File: src/crsc_pkg.sv
`timescale 1ns / 1ps
// Package with shared constants, codes, the CRC byte step and the sequence comparison for the record slot checker.
package crsc_pkg;

    localparam int HEADER_BYTES      = 20;
    localparam int MAX_PAYLOAD_BYTES = 1024;

    localparam logic [31:0] CRC_POLY   = 32'hEDB8_8320;
    localparam logic [31:0] CRC_INIT   = 32'hFFFF_FFFF;
    localparam logic [31:0] HALF_RANGE = 32'h8000_0000;

    localparam int PAYLOAD_SIZE_W = 11;
    localparam logic [PAYLOAD_SIZE_W-1:0] PAYLOAD_SIZE_RESET = 11'd4;

    typedef enum logic [1:0] {
        CFG_RECORD_MAGIC    = 2'd0,
        CFG_STORAGE_VERSION = 2'd1,
        CFG_CONFIG_VERSION  = 2'd2,
        CFG_PAYLOAD_SIZE    = 2'd3
    } t_cfg_index;

    typedef enum logic [1:0] {
        SEL_NONE      = 2'd0,
        SEL_SLOT_A    = 2'd1,
        SEL_SLOT_B    = 2'd2,
        SEL_UNDECIDED = 2'd3
    } t_sel;

    function automatic logic [31:0] crc_byte(input logic [31:0] crc, input logic [7:0] b);
        logic [31:0] c;
        c = crc ^ {24'd0, b};
        for (int k = 0; k < 8; k++) begin
            c = (c >> 1) ^ (CRC_POLY & {32{c[0]}});
        end
        return c;
    endfunction

    function automatic logic seq_newer(input logic [31:0] cand, input logic [31:0] ref_seq);
        logic [31:0] d;
        d = cand - ref_seq;
        return (d != 32'd0) && (d < HALF_RANGE);
    endfunction

endpackage

File: src/config_record_slot_checker_core.sv
`timescale 1ns / 1ps
// Top level of the record slot checker: header, CRC and payload checks and slot selection.
//
// The block takes the bytes of stored record images on the slave stream, one byte per
// item: tdata is the byte, tlast marks the final byte of an image, tuser carries the
// slot (bit 0) and the external payload verdict (bit 1, read with tlast).
// Each image's final byte yields one result on the master stream: tdata holds the
// record sequence (bits 31:0) and the selection code (bits 33:32); tuser holds the
// finished slot (bit 0) and the record's validity (bit 1). Other bytes yield no result.
// An accepted byte lands in an input register; the next cycle it runs through the CRC
// byte step and field checks, and a final byte's verdict loads the result register,
// from which the result is offered on the master stream.
// One byte is accepted every cycle while tready is high; the unrolled CRC step sets that rate.
// When the receiver stalls, bytes keep flowing until a final byte reaches the input
// register while the result register is still full; then tready drops until the
// result is taken.
// Reset clears the pipeline, the per-image state, the remembered slot A verdict and
// the registers (payload size returns to 4). Registers are written through the plain
// write port; the user must write them only while the block is idle (not enforced here).
module config_record_slot_checker_core #(
    parameter int HEADER_BYTES      = crsc_pkg::HEADER_BYTES,
    parameter int MAX_PAYLOAD_BYTES = crsc_pkg::MAX_PAYLOAD_BYTES
) (
    input  logic        i_clk,
    input  logic        i_rst_n,
    input  logic        i_s_axis_tvalid,
    output logic        o_s_axis_tready,
    input  logic [7:0]  i_s_axis_tdata,   // data_byte
    input  logic        i_s_axis_tlast,   // last_byte
    input  logic [1:0]  i_s_axis_tuser,   // slot, payload_ok
    output logic        o_m_axis_tvalid,
    input  logic        i_m_axis_tready,
    output logic [39:0] o_m_axis_tdata,   // record_sequence, selection, zero fill
    output logic [1:0]  o_m_axis_tuser,   // slot_done, record_valid
    input  logic        i_cfg_we,
    input  logic [1:0]  i_cfg_index,
    input  logic [31:0] i_cfg_data
);

    localparam int IDX_W = $clog2(HEADER_BYTES + 2048);
    localparam logic [IDX_W-1:0] PAY_START = IDX_W'(HEADER_BYTES);

    // Registers.
    logic [31:0] r_record_magic;
    logic [15:0] r_storage_version;
    logic [15:0] r_config_version;
    logic [crsc_pkg::PAYLOAD_SIZE_W-1:0] r_payload_size;

    // Input stage.
    logic       r_in_valid;
    logic [7:0] r_in_byte;
    logic       r_in_last;
    logic       r_in_slot;
    logic       r_in_ok;

    // Per-image state.
    logic [IDX_W-1:0] r_byte_index, n_byte_index;
    logic [31:0]      r_crc, n_crc;
    logic [31:0]      r_field, n_field;
    logic [31:0]      r_stored_crc, n_stored_crc;
    logic [31:0]      r_cur_seq, n_cur_seq;
    logic             r_checks_ok, n_checks_ok;
    logic             r_slot_a_valid, n_slot_a_valid;
    logic [31:0]      r_slot_a_seq, n_slot_a_seq;

    // Result stage.
    logic          r_out_valid;
    logic [31:0]   r_out_seq, n_out_seq;
    crsc_pkg::t_sel r_out_sel, n_out_sel;
    logic          r_out_slot;
    logic          r_out_rec_valid, n_out_rec_valid;

    logic             stall;
    logic             advance;
    logic             finish;
    logic [IDX_W-1:0] size;
    logic             size_ok;

    assign stall   = r_in_valid && r_in_last && r_out_valid && !i_m_axis_tready;
    assign advance = !stall;
    assign finish  = advance && r_in_valid && r_in_last;
    assign o_s_axis_tready = advance;

    assign size    = PAY_START + IDX_W'(r_payload_size);
    assign size_ok = (r_payload_size >= crsc_pkg::PAYLOAD_SIZE_W'(4))
                  && (32'(r_payload_size) <= 32'(MAX_PAYLOAD_BYTES));

    always_ff @(posedge i_clk) begin
        if (!i_rst_n) begin
            r_record_magic    <= '0;
            r_storage_version <= '0;
            r_config_version  <= '0;
            r_payload_size    <= crsc_pkg::PAYLOAD_SIZE_RESET;
        end else if (i_cfg_we) begin
            unique case (crsc_pkg::t_cfg_index'(i_cfg_index))
                crsc_pkg::CFG_RECORD_MAGIC:    r_record_magic    <= i_cfg_data;
                crsc_pkg::CFG_STORAGE_VERSION: r_storage_version <= i_cfg_data[15:0];
                crsc_pkg::CFG_CONFIG_VERSION:  r_config_version  <= i_cfg_data[15:0];
                crsc_pkg::CFG_PAYLOAD_SIZE:
                    r_payload_size <= i_cfg_data[crsc_pkg::PAYLOAD_SIZE_W-1:0];
                default: ;
            endcase
        end
    end

    always_ff @(posedge i_clk) begin
        if (!i_rst_n) begin
            r_in_valid <= 1'b0;
        end else if (advance) begin
            r_in_valid <= i_s_axis_tvalid;
        end
    end

    always_ff @(posedge i_clk) begin
        if (advance && i_s_axis_tvalid) begin
            r_in_byte <= i_s_axis_tdata;
            r_in_last <= i_s_axis_tlast;
            r_in_slot <= i_s_axis_tuser[0];
            r_in_ok   <= i_s_axis_tuser[1];
        end
    end

    always_comb begin
        logic [IDX_W-1:0] i;
        logic             take;
        logic             valid;
        i               = r_byte_index;
        take            = r_in_valid && (i < size);
        n_byte_index    = r_byte_index;
        n_crc           = r_crc;
        n_field         = r_field;
        n_stored_crc    = r_stored_crc;
        n_cur_seq       = r_cur_seq;
        n_checks_ok     = r_checks_ok;
        n_slot_a_valid  = r_slot_a_valid;
        n_slot_a_seq    = r_slot_a_seq;
        n_out_seq       = r_out_seq;
        n_out_sel       = r_out_sel;
        n_out_rec_valid = r_out_rec_valid;

        if (take) begin
            n_field = {r_in_byte, r_field[31:8]};
            if ((i < IDX_W'(16)) || (i >= PAY_START)) begin
                n_crc = crsc_pkg::crc_byte(r_crc, r_in_byte);
            end
            if (i == IDX_W'(3) && n_field != r_record_magic) n_checks_ok = 1'b0;
            if (i == IDX_W'(5) && n_field[31:16] != r_storage_version) n_checks_ok = 1'b0;
            if (i == IDX_W'(7) && n_field[31:16] != r_config_version) n_checks_ok = 1'b0;
            if (i == IDX_W'(11)) n_cur_seq = n_field;
            if (i == IDX_W'(15) && n_field != 32'(r_payload_size)) n_checks_ok = 1'b0;
            if (i == IDX_W'(19)) n_stored_crc = n_field;
            if (i == IDX_W'(HEADER_BYTES + 1) && n_field[31:16] != r_config_version) begin
                n_checks_ok = 1'b0;
            end
            if ((i == IDX_W'(HEADER_BYTES + 2) || i == IDX_W'(HEADER_BYTES + 3))
                    && r_in_byte != 8'd0) begin
                n_checks_ok = 1'b0;
            end
            n_byte_index = i + IDX_W'(1);
        end

        valid = n_checks_ok && r_in_ok && size_ok && (n_byte_index == size)
             && (~n_crc == n_stored_crc);

        if (finish) begin
            n_out_rec_valid = valid;
            if (!r_in_slot) begin
                n_slot_a_valid = valid;
                n_slot_a_seq   = valid ? n_cur_seq : 32'd0;
                n_out_seq      = valid ? n_cur_seq : 32'd0;
                n_out_sel      = crsc_pkg::SEL_UNDECIDED;
            end else begin
                priority if (!r_slot_a_valid && !valid) begin
                    n_out_seq = 32'd0;
                    n_out_sel = crsc_pkg::SEL_NONE;
                end else if (!valid || (r_slot_a_valid
                        && !crsc_pkg::seq_newer(n_cur_seq, r_slot_a_seq))) begin
                    n_out_seq = r_slot_a_seq;
                    n_out_sel = crsc_pkg::SEL_SLOT_A;
                end else begin
                    n_out_seq = n_cur_seq;
                    n_out_sel = crsc_pkg::SEL_SLOT_B;
                end
                n_slot_a_valid = 1'b0;
                n_slot_a_seq   = 32'd0;
            end
            n_byte_index = '0;
            n_crc        = crsc_pkg::CRC_INIT;
            n_field      = 32'd0;
            n_stored_crc = 32'd0;
            n_cur_seq    = 32'd0;
            n_checks_ok  = 1'b1;
        end
    end

    always_ff @(posedge i_clk) begin
        if (!i_rst_n) begin
            r_byte_index   <= '0;
            r_crc          <= crsc_pkg::CRC_INIT;
            r_field        <= '0;
            r_stored_crc   <= '0;
            r_cur_seq      <= '0;
            r_checks_ok    <= 1'b1;
            r_slot_a_valid <= 1'b0;
            r_slot_a_seq   <= '0;
        end else if (advance) begin
            r_byte_index   <= n_byte_index;
            r_crc          <= n_crc;
            r_field        <= n_field;
            r_stored_crc   <= n_stored_crc;
            r_cur_seq      <= n_cur_seq;
            r_checks_ok    <= n_checks_ok;
            r_slot_a_valid <= n_slot_a_valid;
            r_slot_a_seq   <= n_slot_a_seq;
        end
    end

    always_ff @(posedge i_clk) begin
        if (!i_rst_n) begin
            r_out_valid <= 1'b0;
        end else if (finish) begin
            r_out_valid <= 1'b1;
        end else if (i_m_axis_tready) begin
            r_out_valid <= 1'b0;
        end
    end

    always_ff @(posedge i_clk) begin
        if (finish) begin
            r_out_seq       <= n_out_seq;
            r_out_sel       <= n_out_sel;
            r_out_slot      <= r_in_slot;
            r_out_rec_valid <= n_out_rec_valid;
        end
    end

    assign o_m_axis_tvalid = r_out_valid;
    assign o_m_axis_tdata  = {6'd0, r_out_sel, r_out_seq};
    assign o_m_axis_tuser  = {r_out_rec_valid, r_out_slot};

`ifndef SYNTHESIS
    // A slot A result never decides the selection.
    a_slot_a_undecided: assert property (@(posedge i_clk) disable iff (!i_rst_n)
        (r_out_valid && !r_out_slot) |-> (r_out_sel == crsc_pkg::SEL_UNDECIDED))
        else $error("slot A result with a decided selection");

    // An invalid slot A record reports a zero sequence.
    a_slot_a_seq_zero: assert property (@(posedge i_clk) disable iff (!i_rst_n)
        (r_out_valid && !r_out_slot && !r_out_rec_valid) |-> (r_out_seq == 32'd0))
        else $error("invalid slot A record with a nonzero sequence");

    // Slot B is selected only when it is valid itself.
    a_slot_b_valid: assert property (@(posedge i_clk) disable iff (!i_rst_n)
        (r_out_valid && r_out_sel == crsc_pkg::SEL_SLOT_B) |-> r_out_rec_valid)
        else $error("slot B selected without a valid record");

    // The remembered slot A sequence is zero whenever slot A is not valid.
    a_slot_a_clear: assert property (@(posedge i_clk) disable iff (!i_rst_n)
        !r_slot_a_valid |-> (r_slot_a_seq == 32'd0))
        else $error("stale slot A sequence");

    // The image state starts over after a final byte.
    a_image_restart: assert property (@(posedge i_clk) disable iff (!i_rst_n)
        finish |=> (r_byte_index == '0 && r_checks_ok))
        else $error("image state not cleared after final byte");
`endif

endmodule
File: config.mk
export PLATFORM = sky130hd
export DESIGN_NAME = config_record_slot_checker_core
export DESIGN_NICKNAME = d
export VERILOG_FILES = /design/src/crsc_pkg.sv /design/src/config_record_slot_checker_core.sv
export SDC_FILE = /design/constraint.sdc
export NUM_CORES = 1
export LEC_CHECK = 0
export CELL_PAD_IN_SITES_DETAIL_PLACEMENT = 0
export CELL_PAD_IN_SITES_GLOBAL_PLACEMENT = 1
export CORE_MARGIN = 2
export CORE_UTILIZATION = 45
export DETAILED_ROUTE_END_ITERATION = 8
export DONT_BUFFER_PORTS = 1
export GPL_ROUTABILITY_DRIVEN = 0
export HOLD_SLACK_MARGIN = 0.12
export PLACE_DENSITY = 0.81
export SKIP_LAST_GASP = 1
export SLEW_MARGIN = 40
export SYNTH_ARGS = -nofsm -noshare
export SYNTH_HDL_FRONTEND = slang
export SYNTH_SLANG_ARGS = --single-unit
export TNS_END_PERCENT = 10
File: constraint.sdc
create_clock -name i_clk -period 6.6 [get_ports i_clk]
set_clock_uncertainty 0.1 [all_clocks]
set_input_delay 0.33 -clock i_clk [delete_from_list [all_inputs] [get_ports i_clk]]
set_output_delay 0.33 -clock i_clk [all_outputs]
set_load 0.005 [all_outputs]
== Word level (Yosys, flattened, before mapping) ==
Index checks and enable logic that the tools add are counted.

* Bits of input ports: 50
* Register bits after elaboration: 298
* Logic and storage cells: 131
* Output and inout port bits: 44

* Bitwise operators: 11
* Order comparisons: 6
* Reductions and logical operators: 40
* Eq/ne operators: 18
* Mux-type cells: 31
* $add $sub $neg: 3

{| class="wikitable"
|+ Operator list
! operator !! number
|-
| 32-bit 2-to-1 mux || 16
|-
| 31-bit by 32-bit XOR with 32-bit output || 8
|-
| 12-bit by 5-bit equality test with 1-bit output, second input constant || 4
|-
| 32-bit equality test || 1
|-
| 32-bit < comparator, second input constant || 1
|-
| 16-bit != test || 2
|-
| 32-bit by 11-bit != test with 1-bit output || 1
|-
| 32-bit != test || 1
|-
| 32-bit NOT || 1
|-
| 32-bit nonzero test || 1
|-
| 32-bit subtractor || 1
|-
| 32-bit by 8-bit XOR with 32-bit output || 1
|-
| 12-bit by 3-bit equality test with 1-bit output, second input constant || 2
|-
| 12-bit by 4-bit equality test with 1-bit output, second input constant || 2
|-
| 12-bit 2-to-1 mux || 2
|-
| 1-bit logical AND || 21
|-
| 12-bit by 1-bit adder with 12-bit output, second input constant || 1
|-
| 5-bit by 11-bit adder with 12-bit output, first input constant || 1
|-
| 12-bit equality test || 1
|-
| 12-bit by 2-bit equality test with 1-bit output, second input constant || 1
|-
| 12-bit by 5-bit >= comparator with 1-bit output, second input constant || 1
|-
| 12-bit < comparator || 1
|-
| 12-bit by 5-bit < comparator with 1-bit output, second input constant || 1
|-
| 2-bit AND reduction || 6
|-
| other kinds (12) || 31
|}

== Longest topological paths before layout ==
Gate-level depths: netlist of run 1.

* Word-level depth: 19
* Gate-level depth with buffers: 28
* Mapped depth without buffers: 25

== Worst setup path before layout of run 1 ==
Ideal clock, no wire load.

* Kind: reg2reg
* From: reg r_payload_size[2] in the netlist's numbering
* To: reg r_out_seq[10] (data pin)
* Slack: -363 ps
* Stages on the path, launching flop included: 29
* Buffers on the path: 3
* Library setup time: 266 ps
* Required time: 6234 ps
* Arrival: 6598 ps
* Period minus slack after synthesis: 6963 ps
* Path through: dfxtp_1 > ha_1 > o21ai_0 > nor2_1 > xnor2_1 > ha_1 > and3_1 > o21ai_0 > and2_1 > o211ai_1 > nor3_1 > clkbuf_1 > clkbuf_1 > mux2i_1 > ha_1 > inv_1 > fa_1 > a211oi_1 > o21ai_0 > a21o_1 > a31o_2 > mux2_2 > o311a_1 > nand4b_1 > nor4_1 > a31oi_1 > o211ai_1 > clkbuf_1 > o2bb2ai_1

* Cells in the longest elaborated chain, start to end: 15
* Elaborated cells between the ends (all ways): 36
* Classes of those cells: add/sub: 2; order compare: 4; eq/ne: 3; mux: 12; bitwise: 1; reduce/logical: 14

{| class="wikitable"
|+ Ends and longest elaborated chain
! element !! RTL line !! RTL
|-
| from (decl) || config_record_slot_checker_core.sv:47 || <nowiki>logic [crsc_pkg::PAYLOAD_SIZE_W-1:0] r_payload_size;</nowiki>
|-
| from (signal assigned) || config_record_slot_checker_core.sv:93 || <nowiki>r_payload_size <= crsc_pkg::PAYLOAD_SIZE_RESET;</nowiki>
|-
| from (signal assigned) || config_record_slot_checker_core.sv:100 || <nowiki>r_payload_size <= i_cfg_data[crsc_pkg::PAYLOAD_SIZE_W-1:0];</nowiki>
|-
| branches (longest 14 deep; another with 32-bit subtractor) || - ||
|-
| 32-bit 2-to-1 mux * || config_record_slot_checker_core.sv:167 || <nowiki>if (!r_in_slot) begin</nowiki>
|-
| named net n_out_seq[10] || config_record_slot_checker_core.sv:68 || <nowiki>logic [31:0] r_out_seq, n_out_seq;</nowiki>
|-
| to (signal assigned) || config_record_slot_checker_core.sv:230 || <nowiki>r_out_seq <= n_out_seq;</nowiki>
|-
| to (decl) || config_record_slot_checker_core.sv:68 ||
|}

Mark *: on every way through the listed nets, which the timed path passes.
A chain may end at the register's enable or synchronous reset.

== Final worst setup path of run 1 ==
* From: reg r_payload_size[4] in the netlist's numbering
* To: reg r_out_seq[14] (data pin)

Same word-level chain as after synthesis.

==> reports/results.ini, run 1 <==
[grt]
grtUsageTotal_pct=27.8
grt_pass1_vias=14400
antenna_found_initial=1
grt_overflow_total=0
grt_pass1_wl_mm=84.5
grt_max_degree=78

[yosys]
synth_area_per_cell_um2=8.50
syn_area_um2=17000
ys_seq_area_share_pct=36.9
synth_edf_count=47
synth.distinct_cells=86
synth.ff_latch_count=290
synthArstFlopShare_pct=0
synthCells=2004
synthFlopType=dfxtp_1
yosys_warnings=0

[critical_path]
cp_data_required_time_ns=6.78
crit_path_frequent_cell=a21oi_2
critical_path_class=reg -> reg
worstPathMaxFanout=16
critical_path.max_stage_delay_ns=0.61
arrival_ns=6.50
endpoint_kind=register
cp-start-kind=register
crit_slowest_cell=or4_1

[cells_and_area]
final_cell_mix=nand2_1 (291), dfxtp_1 (241), a21oi_1 (166)
final_common_cell=nand2_1
drive_above_1_share_pct=12.9
antennaDiodeCount=0
fillers=3514
area_growth_pct=15.7
multi_input_area_um2=10000
nets=2139
ff_latch_area_um2=6280

[sta]
drv_slew=0
maxSlewHeadroom_pct=39.8
setup_violations=0
worst_pin_slew_ns=0.901
fin_crit_sh_pct=95.8
finalHoldViolCount=0
fmax_mhz=158
min_period_ns=6.32
setup_tns_ns=0

[place]
dp.final_hpwl_mm=37.5
io_buffers=0

[job]
max_cap_viol_count=0

[cts]
tritoncts=yes
clock_latency_ns=0.56
numCtsBuffers=35
h-tree-depth=2
max-clock-path-buffers=3
cts.clk_slew.worst_paths_ns=0.06
root_buffer=clkbuf_16
cts.sinks=290

[detailed_routing]
topRoutingLayerUsed=met5
antenna_left=0
drt-met1-wl_mm=24.2
wirelength_mm=54.8
firstDrtPassIters=5
drt-vias-per-instance=5.84
wl_per_cell_um=21.3
drc=0
detail_route.iter0.violations=1441
num_vias=15000
wl_met2_mm=25.2
wl_met3_mm=3.51

[floorplanning]
io_pins=94
start_util_pct=45.4
dieArea_um2=39400
die_y_um=199
core_area_um2=37500
num_rows=71
chipWidth_um=199

[power_and_ir_drop]
ir_drop_uv=225
power_mw=4.61
power.density_nw_per_um2=234
leakage_nw=7.24

[min_path]
hold_path.class=in -> reg

[run_status]
status=completed

worst paths after layout:
path / slack [ns] / cells after the start / from / to
setup / recovery: 0.28 / 26 / r_payload_size[4]$_SDFFE_PN0P_ / r_out_seq[14]$_DFFE_PP_
hold / removal: 0.19 / 3 / i_cfg_index[1] / r_payload_size[0]$_SDFFE_PN0P_
setup reg to reg: 0.28 / 26 / r_payload_size[4]$_SDFFE_PN0P_ / r_out_seq[14]$_DFFE_PP_
hold reg to reg: 0.36 / 2 / r_stored_crc[26]$_SDFFE_PN0N_ / r_stored_crc[26]$_SDFFE_PN0N_
metal layers:
metal / track usage [%] / vias to the layer above
met5: 0 / -
met3: 4.66 / 113
li1: - / 7075
met4: 9.45 / 2
met1: 37.0 / 7288
met2: 45.6 / 556
synthesized netlist by cell type, types with 43 or more instances:
cell      number  share of area [%]
a21oi_1      176                5.2
a22oi_1       43                1.9
clkbuf_1     122                2.7
dfxtp_1      243                 29
edfxtp_1      47                8.3
ha_1          49                3.6
inv_1         89                2.0
mux2i_1       92                5.4
nand2_1      295                6.5
nand3_1       64                1.9
nor2_1       123                2.7
o21ai_0       54                1.6
xnor2_1      129                6.6
xor2_1        69                3.5
where the power goes:
part / internal, mW / switching (mW) / leakage (nW) / total [mW]
clock network: 1.10 / 0.807 / 0.539 / 1.90
logic: 0.331 / 0.463 / 4.28 / 0.794
registers: 1.85 / 0.0706 / 2.42 / 1.92
per-stage QoR:
stage,cell area [um2],utilization (%),setup slack [ns],std cells,hold WS (ns)
3_5_place_dp,17700,47.2,-0.241,2446,0.302
5_1_grt,19700,52.6,-0.0210,2576,0.209
3_3_place_gp,17700,47.2,-0.0445,2446,0.299
4_1_cts,19400,51.8,0.0150,2568,0.174
6_report,19700,52.6,0.279,2576,0.191
2_1_floorplan,17100,-,0.0338,2009,0.329
cell families (layout without fill, tap and decap cells):
| logic type | count (synthesis) | in the layout | synth area share (%) |
|---|---|---|---|
| AOI/OAI and AO/OA | 464 | 464 | 18.4 |
| xor gates and xnor gates | 212 | 212 | 12.1 |
| adders and majority gates | 50 | 50 | 3.72 |
| buffers and inverters | 245 | 301 | 5.92 |
| DFF | 290 | 290 | 36.9 |
| muxes | 96 | 96 | 5.67 |
| other | 1 | 6 | 0.0220 |
| and+or+nand+nor | 646 | 646 | 17.4 |
sequential cells by signal (all words and copies together), names as in the netlist, 2 cells and up:
register	count
r_field	24
r_payload_size	11
r_storage_version	16
r_stored_crc	32
r_out_sel	2
r_record_magic	32
r_byte_index	12
r_slot_a_seq	32
r_config_version	16
r_crc	32
r_cur_seq	32
r_in_byte	8
r_out_seq	32
area by class of cell:
class	instances	share of cell area, %
clock buffers	43	4.76
clock inverters	20	0.882
inverters	91	1.75
multi-input cells	1474	50.9
flip-flops and latches	290	31.9
well taps	511	3.24
repair buffers	147	6.59
worst max-delay path: cells and delay by family, from the launching register on:
family          cells  cell delay [ns]
compound gates      9             1.47
flops               1             0.47
mux                 1             0.24
buf+inv             4             0.59
simple gates        9             2.26
fa+ha+maj           3             0.92
what timing repair did:
item                                    4_1_cts  5_1_grt
endpoints found under the hold margin       124        3
endpoints found under the setup margin       32       34
hold buffers                                 54        1
gates cloned                                  1        0
gates resized for setup                      14       54
pin swaps                                     6       13
setup buffers                                 4        6
(Power assumes the default switching activity.)
==> run 2, diff against run 1 <==
==> constraint.sdc (replaced) <==
create_clock -name i_clk -period 6.6 [get_ports i_clk]
set_clock_uncertainty 0.1 [all_clocks]
set_input_delay 0.66 -clock i_clk [delete_from_list [all_inputs] [get_ports i_clk]]
set_output_delay 0.66 -clock i_clk [all_outputs]
set_load 0.005 [all_outputs]
==> run 2 against run 1 <==
  * Setup slack worse by 0.032 ns
  * Critical path depth is 1 higher
  * First-iteration DRC count is 3.1% higher
  * Worst hold slack got worse by 0.059 ns
  * Largest power group unchanged
  * Routed wire length is 0.54% lower
  * Register-to-register slack worse by 0.03 ns
  * Final cell count down 1.2%
  * Cell area fell by 1.6%
==> reports/results.ini, run 2 (synthesized netlist as in run 1, its figures left out) <==
[run_status]
status=completed  ; unchanged

[critical_path]
endpoint_kind=register  ; unchanged
cp-start-kind=register  ; unchanged
worstPathMaxFanout=16  ; unchanged
critical_path_class=reg -> reg  ; unchanged
startpoint=r_payload_size[2]$_SDFFE_PN1P_  ; was r_payload_size[4]$_SDFFE_PN0P_
timing.rr.start=r_payload_size[2]$_SDFFE_PN1P_  ; was r_payload_size[4]$_SDFFE_PN0P_
arrival_ns=6.53  ; was 6.50 ns
cp_data_required_time_ns=6.78  ; about the same

[power_and_ir_drop]
ir_drop_uv=220  ; was 225 uV
intPower_mw=3.26  ; was 3.27 mW
seqPwrFrac_pct=41.8  ; was 41.6%
p_clk_share_pct=41.5  ; was 41.2%
power.density_nw_per_um2=237  ; was 234 nW/um2
leakage_nw=7.12  ; was 7.24 nW
swShare_pct=29.0  ; was 29.1%
power.share.combinational_pct=16.8  ; was 17.2%
power.switching_mw=1.33  ; was 1.34 mW

[cells_and_area]
final_cell_mix=nand2_1 (291), dfxtp_1 (241), a21oi_1 (166)  ; unchanged
final_common_cell=nand2_1  ; unchanged
drive_above_1_share_pct=13.1  ; was 12.9%
area_growth_pct=13.9  ; was 15.7%
antennaDiodeCount=0  ; unchanged
nets=2108  ; was 2139
design_area_um2=19400  ; was 19700 um2

[floorplanning]
num_rows=71  ; unchanged
core_area_um2=37500  ; unchanged
start_util_pct=45.4  ; unchanged
die_y_um=199  ; unchanged
io_pins=94  ; unchanged
dieArea_um2=39400  ; unchanged
chipWidth_um=199  ; unchanged

[detailed_routing]
wl_per_cell_um=21.4  ; was 21.3 um
antenna_left=0  ; unchanged
wirelength_mm=54.5  ; was 54.8 mm
firstDrtPassIters=5  ; unchanged
num_vias=14900  ; was 15000
drt-vias-per-instance=5.87  ; was 5.84
detail_route.iter0.violations=1485  ; was 1441
drc=0  ; unchanged

[min_path]
hp-start=i_cfg_data[25]  ; was i_cfg_index[1]
hold_path.class=in -> reg  ; unchanged

[cts]
cts.clk_slew.worst_paths_ns=0.06  ; about the same
root_buffer=clkbuf_16  ; unchanged
h-tree-depth=2  ; unchanged
tritoncts=yes  ; unchanged
cts.sinks=290  ; unchanged
numCtsBuffers=35  ; unchanged
max-clock-path-buffers=3  ; unchanged
clock_latency_ns=0.56  ; about the same

[sta]
worst_pin_slew_ns=0.907  ; was 0.901 ns
maxSlewHeadroom_pct=39.5  ; was 39.8%
setup_violations=0  ; unchanged
min_period_ns=6.35  ; was 6.32 ns
fin_crit_sh_pct=96.3  ; was 95.8%
fmax_mhz=157  ; was 158 MHz
drv_slew=0  ; unchanged
finalHoldViolCount=0  ; unchanged
fin_ws_ns=0.247  ; was 0.279 ns
setup_tns_ns=0  ; unchanged

[place]
io_buffers=0  ; unchanged
place_ws_ns=-0.241  ; unchanged
dp.final_hpwl_mm=37.5  ; unchanged
placed_area_um2=17700  ; unchanged

[grt]
grt_max_degree=78  ; unchanged
grt_overflow_total=0  ; unchanged
grt_pass1_vias=14200  ; was 14400
grtUsageTotal_pct=27.6  ; was 27.8%
antenna_found_initial=1  ; unchanged
grt_pass1_wl_mm=83.8  ; was 84.5 mm

[job]
max_cap_viol_count=0  ; unchanged

run 2: cell count changes in the layout (fill, tap and decap cells not counted):
cell	before	now
dlygate4sd3_1	54	23
run 2: worst max-delay path, cell delays in order (launching register included):
cell	delay, ns
dfxtp_2	0.36
buf_4	0.15
inv_1	0.07
ha_2	0.37
inv_1	0.07
ha_1	0.18
a21o_1	0.16
a21oi_2	0.15
o21a_1	0.22
o211ai_1	0.20
nor3_4	0.27
buf_6	0.18
mux2i_4	0.24
ha_2	0.21
inv_1	0.05
fa_2	0.37
a21o_1	0.22
a31o_2	0.25
a21oi_2	0.18
nor3_1	0.08
or4_1	0.61
nor4_4	0.30
and4_1	0.30
a31oi_4	0.12
o211ai_1	0.20
buf_4	0.20
buf_12	0.16
o2bb2ai_1	0.08
run 2: path summary, 6_finish.rpt:
kind	depth (start not counted)	slack (ns)	to
hold reg to reg	2	0.36	r_stored_crc[27]$_SDFFE_PN0N_
setup / recovery	27	0.25	r_out_seq[15]$_DFFE_PP_
hold / removal	2	0.13	r_record_magic[25]$_SDFFE_PN0P_
setup reg to reg	27	0.25	r_out_seq[15]$_DFFE_PP_
run 2: final cells by class:
cell class / instances / area [um2]
sequential: 290 / 6280
tap: 511 / 639
inverter: 91 / 344
multi-input combinational: 1474 / 10000
timing repair buffer: 116 / 988
clock inverter: 20 / 174
fill: 3546 / 18100
clock buffer: 43 / 937
run 2: repair_timing:
| item | 4_1_cts | 5_1_grt |
|---|---|---|
| endpoints found under the hold margin | 41 | 0 |
| endpoints found under the setup margin | 32 | 34 |
| pin swaps | 6 | 13 |
| gates cloned | 1 | 0 |
| buffers inserted | 4 | 6 |
| hold buffers | 24 | 0 |
| gates resized for setup | 14 | 54 |
run 2: metrics by stage:
stage / hold slack (ns) / instances / util [%] / power [mW]
detailed placement: 0.355 / 2446 / 47.2 / 2.69
floorplan: 0.343 / 2009 / - / 2.51
finish: 0.132 / 2545 / 51.7 / 4.59
global route: 0.129 / 2545 / 51.7 / 4.76
global placement: 0.350 / 2446 / 47.2 / 2.68
CTS: 0.120 / 2538 / 51.0 / 4.61
run 2: power groups by stage:
stage	clock network [mW]	logic, mW	registers, mW
after floorplan	0	0.593	1.92
after global placement	0	0.730	1.95
after detailed placement	0	0.738	1.95
after CTS	1.94	0.761	1.91
after global routing	2.00	0.839	1.92
final	1.90	0.771	1.92
run 2: layer usage:
metal  vias up  share of wire, %  track usage (%)
met1      7256                44             36.9
met3       113               7.2             5.00
met5         -             0.024                0
met2       554                46             45.0
met4         2               3.3             9.43
li1       7017                 -                -
==> run 3, diff against run 2 <==
--- a/config.mk
+++ b/config.mk
@@ -14,6 +14,7 @@
 export GPL_ROUTABILITY_DRIVEN = 0
 export HOLD_SLACK_MARGIN = 0.12
 export PLACE_DENSITY = 0.81
+export SETUP_SLACK_MARGIN = 0.5
 export SKIP_LAST_GASP = 1
 export SLEW_MARGIN = 40
 export SYNTH_ARGS = -nofsm -noshare
==> run 3 against run 2 <==
  * Via count grew 1.2%
  * Setup slack got worse by 0.093 ns
  * Worst hold slack better by 0.0057 ns
  * Power is 1.8% lower
  * Sequential power about the same
  * Die area unchanged
  * Clock power is 5% lower
  * Clock-buffer cell count increased by 6
  * Critical path depth is 2 higher
  * First-iteration DRC count fell by 9.4%
  * Non-clock buffer count up 40
  * Largest cell class unchanged
  * Highest routed layer unchanged
==> reports/results.ini, run 3 (synthesized netlist as in run 1, its figures left out) <==
[run_status]
status=completed  ; unchanged

[job]
max_cap_viol_count=0  ; unchanged

[floorplanning]
start_util_pct=45.4  ; unchanged
dieArea_um2=39400  ; unchanged
io_pins=94  ; unchanged
chipWidth_um=199  ; unchanged
num_rows=71  ; unchanged
die_y_um=199  ; unchanged
core_area_um2=37500  ; unchanged

[sta]
finalHoldViolCount=0  ; unchanged
fin_crit_sh_pct=97.7  ; was 96.3%
fin_hold_ws_ns=0.138  ; was 0.132 ns
fmax_mhz=155  ; was 157 MHz
fin_ws_ns=0.154  ; was 0.247 ns
maxSlewHeadroom_pct=37.1  ; was 39.5%
setup_violations=0  ; unchanged
rsz0062_at_grt=yes
worst_pin_slew_ns=0.942  ; was 0.907 ns
drv_slew=0  ; unchanged
min_period_ns=6.45  ; was 6.35 ns

[critical_path]
cp-start-kind=register  ; unchanged
timing.rr.start=r_payload_size[6]$_SDFFE_PN0P_  ; was r_payload_size[2]$_SDFFE_PN1P_
worstPathMaxFanout=10  ; was 16
arrival_ns=6.70  ; was 6.53 ns
r2r_setup_slack_ns=0.15  ; was 0.25 ns
crit_slowest_cell=dfxtp_2  ; was or4_1
cp_data_required_time_ns=6.85  ; was 6.78 ns
startpoint=r_payload_size[6]$_SDFFE_PN0P_  ; was r_payload_size[2]$_SDFFE_PN1P_
critical_path_class=reg -> reg  ; unchanged
crit_path_end=r_out_seq[10]$_DFFE_PP_  ; was r_out_seq[15]$_DFFE_PP_
reg2reg_to=r_out_seq[10]$_DFFE_PP_  ; was r_out_seq[15]$_DFFE_PP_
critical_path.max_stage_delay_ns=0.36  ; was 0.61 ns
endpoint_kind=register  ; unchanged
r2r_cells=29  ; was 27

[grt]
antenna_found_initial=1  ; unchanged
grt_max_degree=65  ; was 78
grt_overflow_total=0  ; unchanged
grt_pass1_wl_mm=84.6  ; was 83.8 mm
grt_pass1_vias=14200  ; about the same
grtUsageTotal_pct=27.9  ; was 27.6%

[cts]
clock_latency_ns=0.60  ; was 0.56 ns
root_buffer=clkbuf_16  ; unchanged
max-clock-path-buffers=3  ; unchanged
numCtsBuffers=31  ; was 35
h-tree-depth=1  ; was 2
cts.sinks=290  ; unchanged
cts.clk_slew.worst_paths_ns=0.06  ; about the same
tritoncts=yes  ; unchanged

[cells_and_area]
instances_no_fill=2578  ; was 2545
area_growth_pct=17.8  ; was 13.9%
antennaDiodeCount=0  ; unchanged
final_cell_mix=nand2_1 (292), dfxtp_1 (236), a21oi_1 (168)  ; was nand2_1 (291), dfxtp_1 (241), a21oi_1 (166)
design_area_um2=20100  ; was 19400 um2
final_common_cell=nand2_1  ; unchanged
drive_above_1_share_pct=15.3  ; was 13.1%
nets=2144  ; was 2108

[detailed_routing]
detail_route.iter0.violations=1346  ; was 1485
drc=0  ; unchanged
firstDrtPassIters=6  ; was 5
antenna_left=0  ; unchanged
wl_per_cell_um=21.8  ; was 21.4 um
drt-vias-per-instance=5.87  ; about the same
wirelength_mm=56.3  ; was 54.5 mm
num_vias=15100  ; was 14900

[power_and_ir_drop]
leakage_nw=7.33  ; was 7.12 nW
seqPwrFrac_pct=42.5  ; was 41.8%
power.density_nw_per_um2=225  ; was 237 nW/um2
power_mw=4.51  ; was 4.59 mW
power.share.combinational_pct=17.3  ; was 16.8%
power.switching_mw=1.27  ; was 1.33 mW
intPower_mw=3.24  ; was 3.26 mW
ir_drop_uv=199  ; was 220 uV
swShare_pct=28.1  ; was 29.0%
p_clk_share_pct=40.2  ; was 41.5%

[place]
dp.final_hpwl_mm=38.2  ; was 37.5 mm
place_ws_ns=-0.108  ; was -0.241 ns
placed_area_um2=17800  ; was 17700 um2
io_buffers=0  ; unchanged
dp_cells=2440  ; was 2446

[min_path]
hold_path.class=in -> reg  ; unchanged

[run 3: power groups by stage]
stage                     clock network, mW  registers [mW]  logic (mW)
after floorplan                           0            1.92       0.594
after global placement                    0            1.95       0.716
after detailed placement                  0            1.95       0.730
after CTS                              1.84            1.91       0.771
after global routing                   1.90            1.92       0.844
final                                  1.81            1.91       0.781
[run 3: area by class of cell]
type                    instances  area (um2)
flip-flops and latches        290        6290
clock inverters                 7         103
well taps                     511         639
multi-input cells            1474       10300
repair buffers                156        1440
clock buffers                  49         955
fillers                      3452       17400
inverters                      91         344
[run 3: metal layers]
metal	global-route usage [%]	part of all wire, %	up-vias
met5	0	0.069	-
met4	10.9	4.0	2
met3	4.49	7.1	141
met1	36.5	43	7285
met2	46.4	46	608
li1	-	-	7088
[run 3: through the flow]
stage               util, %  setup TNS (ns)
finish                 53.5               0
floorplan                 -               0
global placement       47.2               0
detailed placement     47.4           -2.65
CTS                    52.7               0
global route           53.5          -0.790
[run 3: repair_timing]
item | CTS | global route
endpoints found under the setup margin | 34 | 67
resized for setup | 42 | 52
setup buffers | 25 | 8
pin swaps | 18 | 7
cloned | 4 | 1
hold buffers | 44 | 0
endpoints found under the hold margin | 104 | 0
[run 3: worst min-delay path by stage]
stage | from | to | slack, ns | depth (start not counted)
final | i_cfg_data[29] | r_record_magic[29]$_SDFFE_PN0P_ | 0.14 | 2
after global routing | i_cfg_data[29] | r_record_magic[29]$_SDFFE_PN0P_ | 0.15 | 2
after CTS | i_cfg_data[29] | r_record_magic[29]$_SDFFE_PN0P_ | 0.12 | 2
after detailed placement | r_stored_crc[29]$_SDFFE_PN0N_ | r_stored_crc[29]$_SDFFE_PN0N_ | 0.36 | 2
after global placement | r_stored_crc[18]$_SDFFE_PN0N_ | r_stored_crc[18]$_SDFFE_PN0N_ | 0.35 | 2
after floorplan | r_stored_crc[30]$_SDFFE_PN0N_ | r_stored_crc[30]$_SDFFE_PN0N_ | 0.34 | 2
[run 3: critical path: cells and delay by family (launching register included)]
kind                       cells  cell delay [ns]
AOI/OAI and AO/OA             10             1.96
and+or+nand+nor                7             1.41
buffers and inverters          7             1.13
adders and majority gates      2             0.55
muxes                          2             0.54
DFF                            1             0.36
xor gates and xnor gates       1             0.12
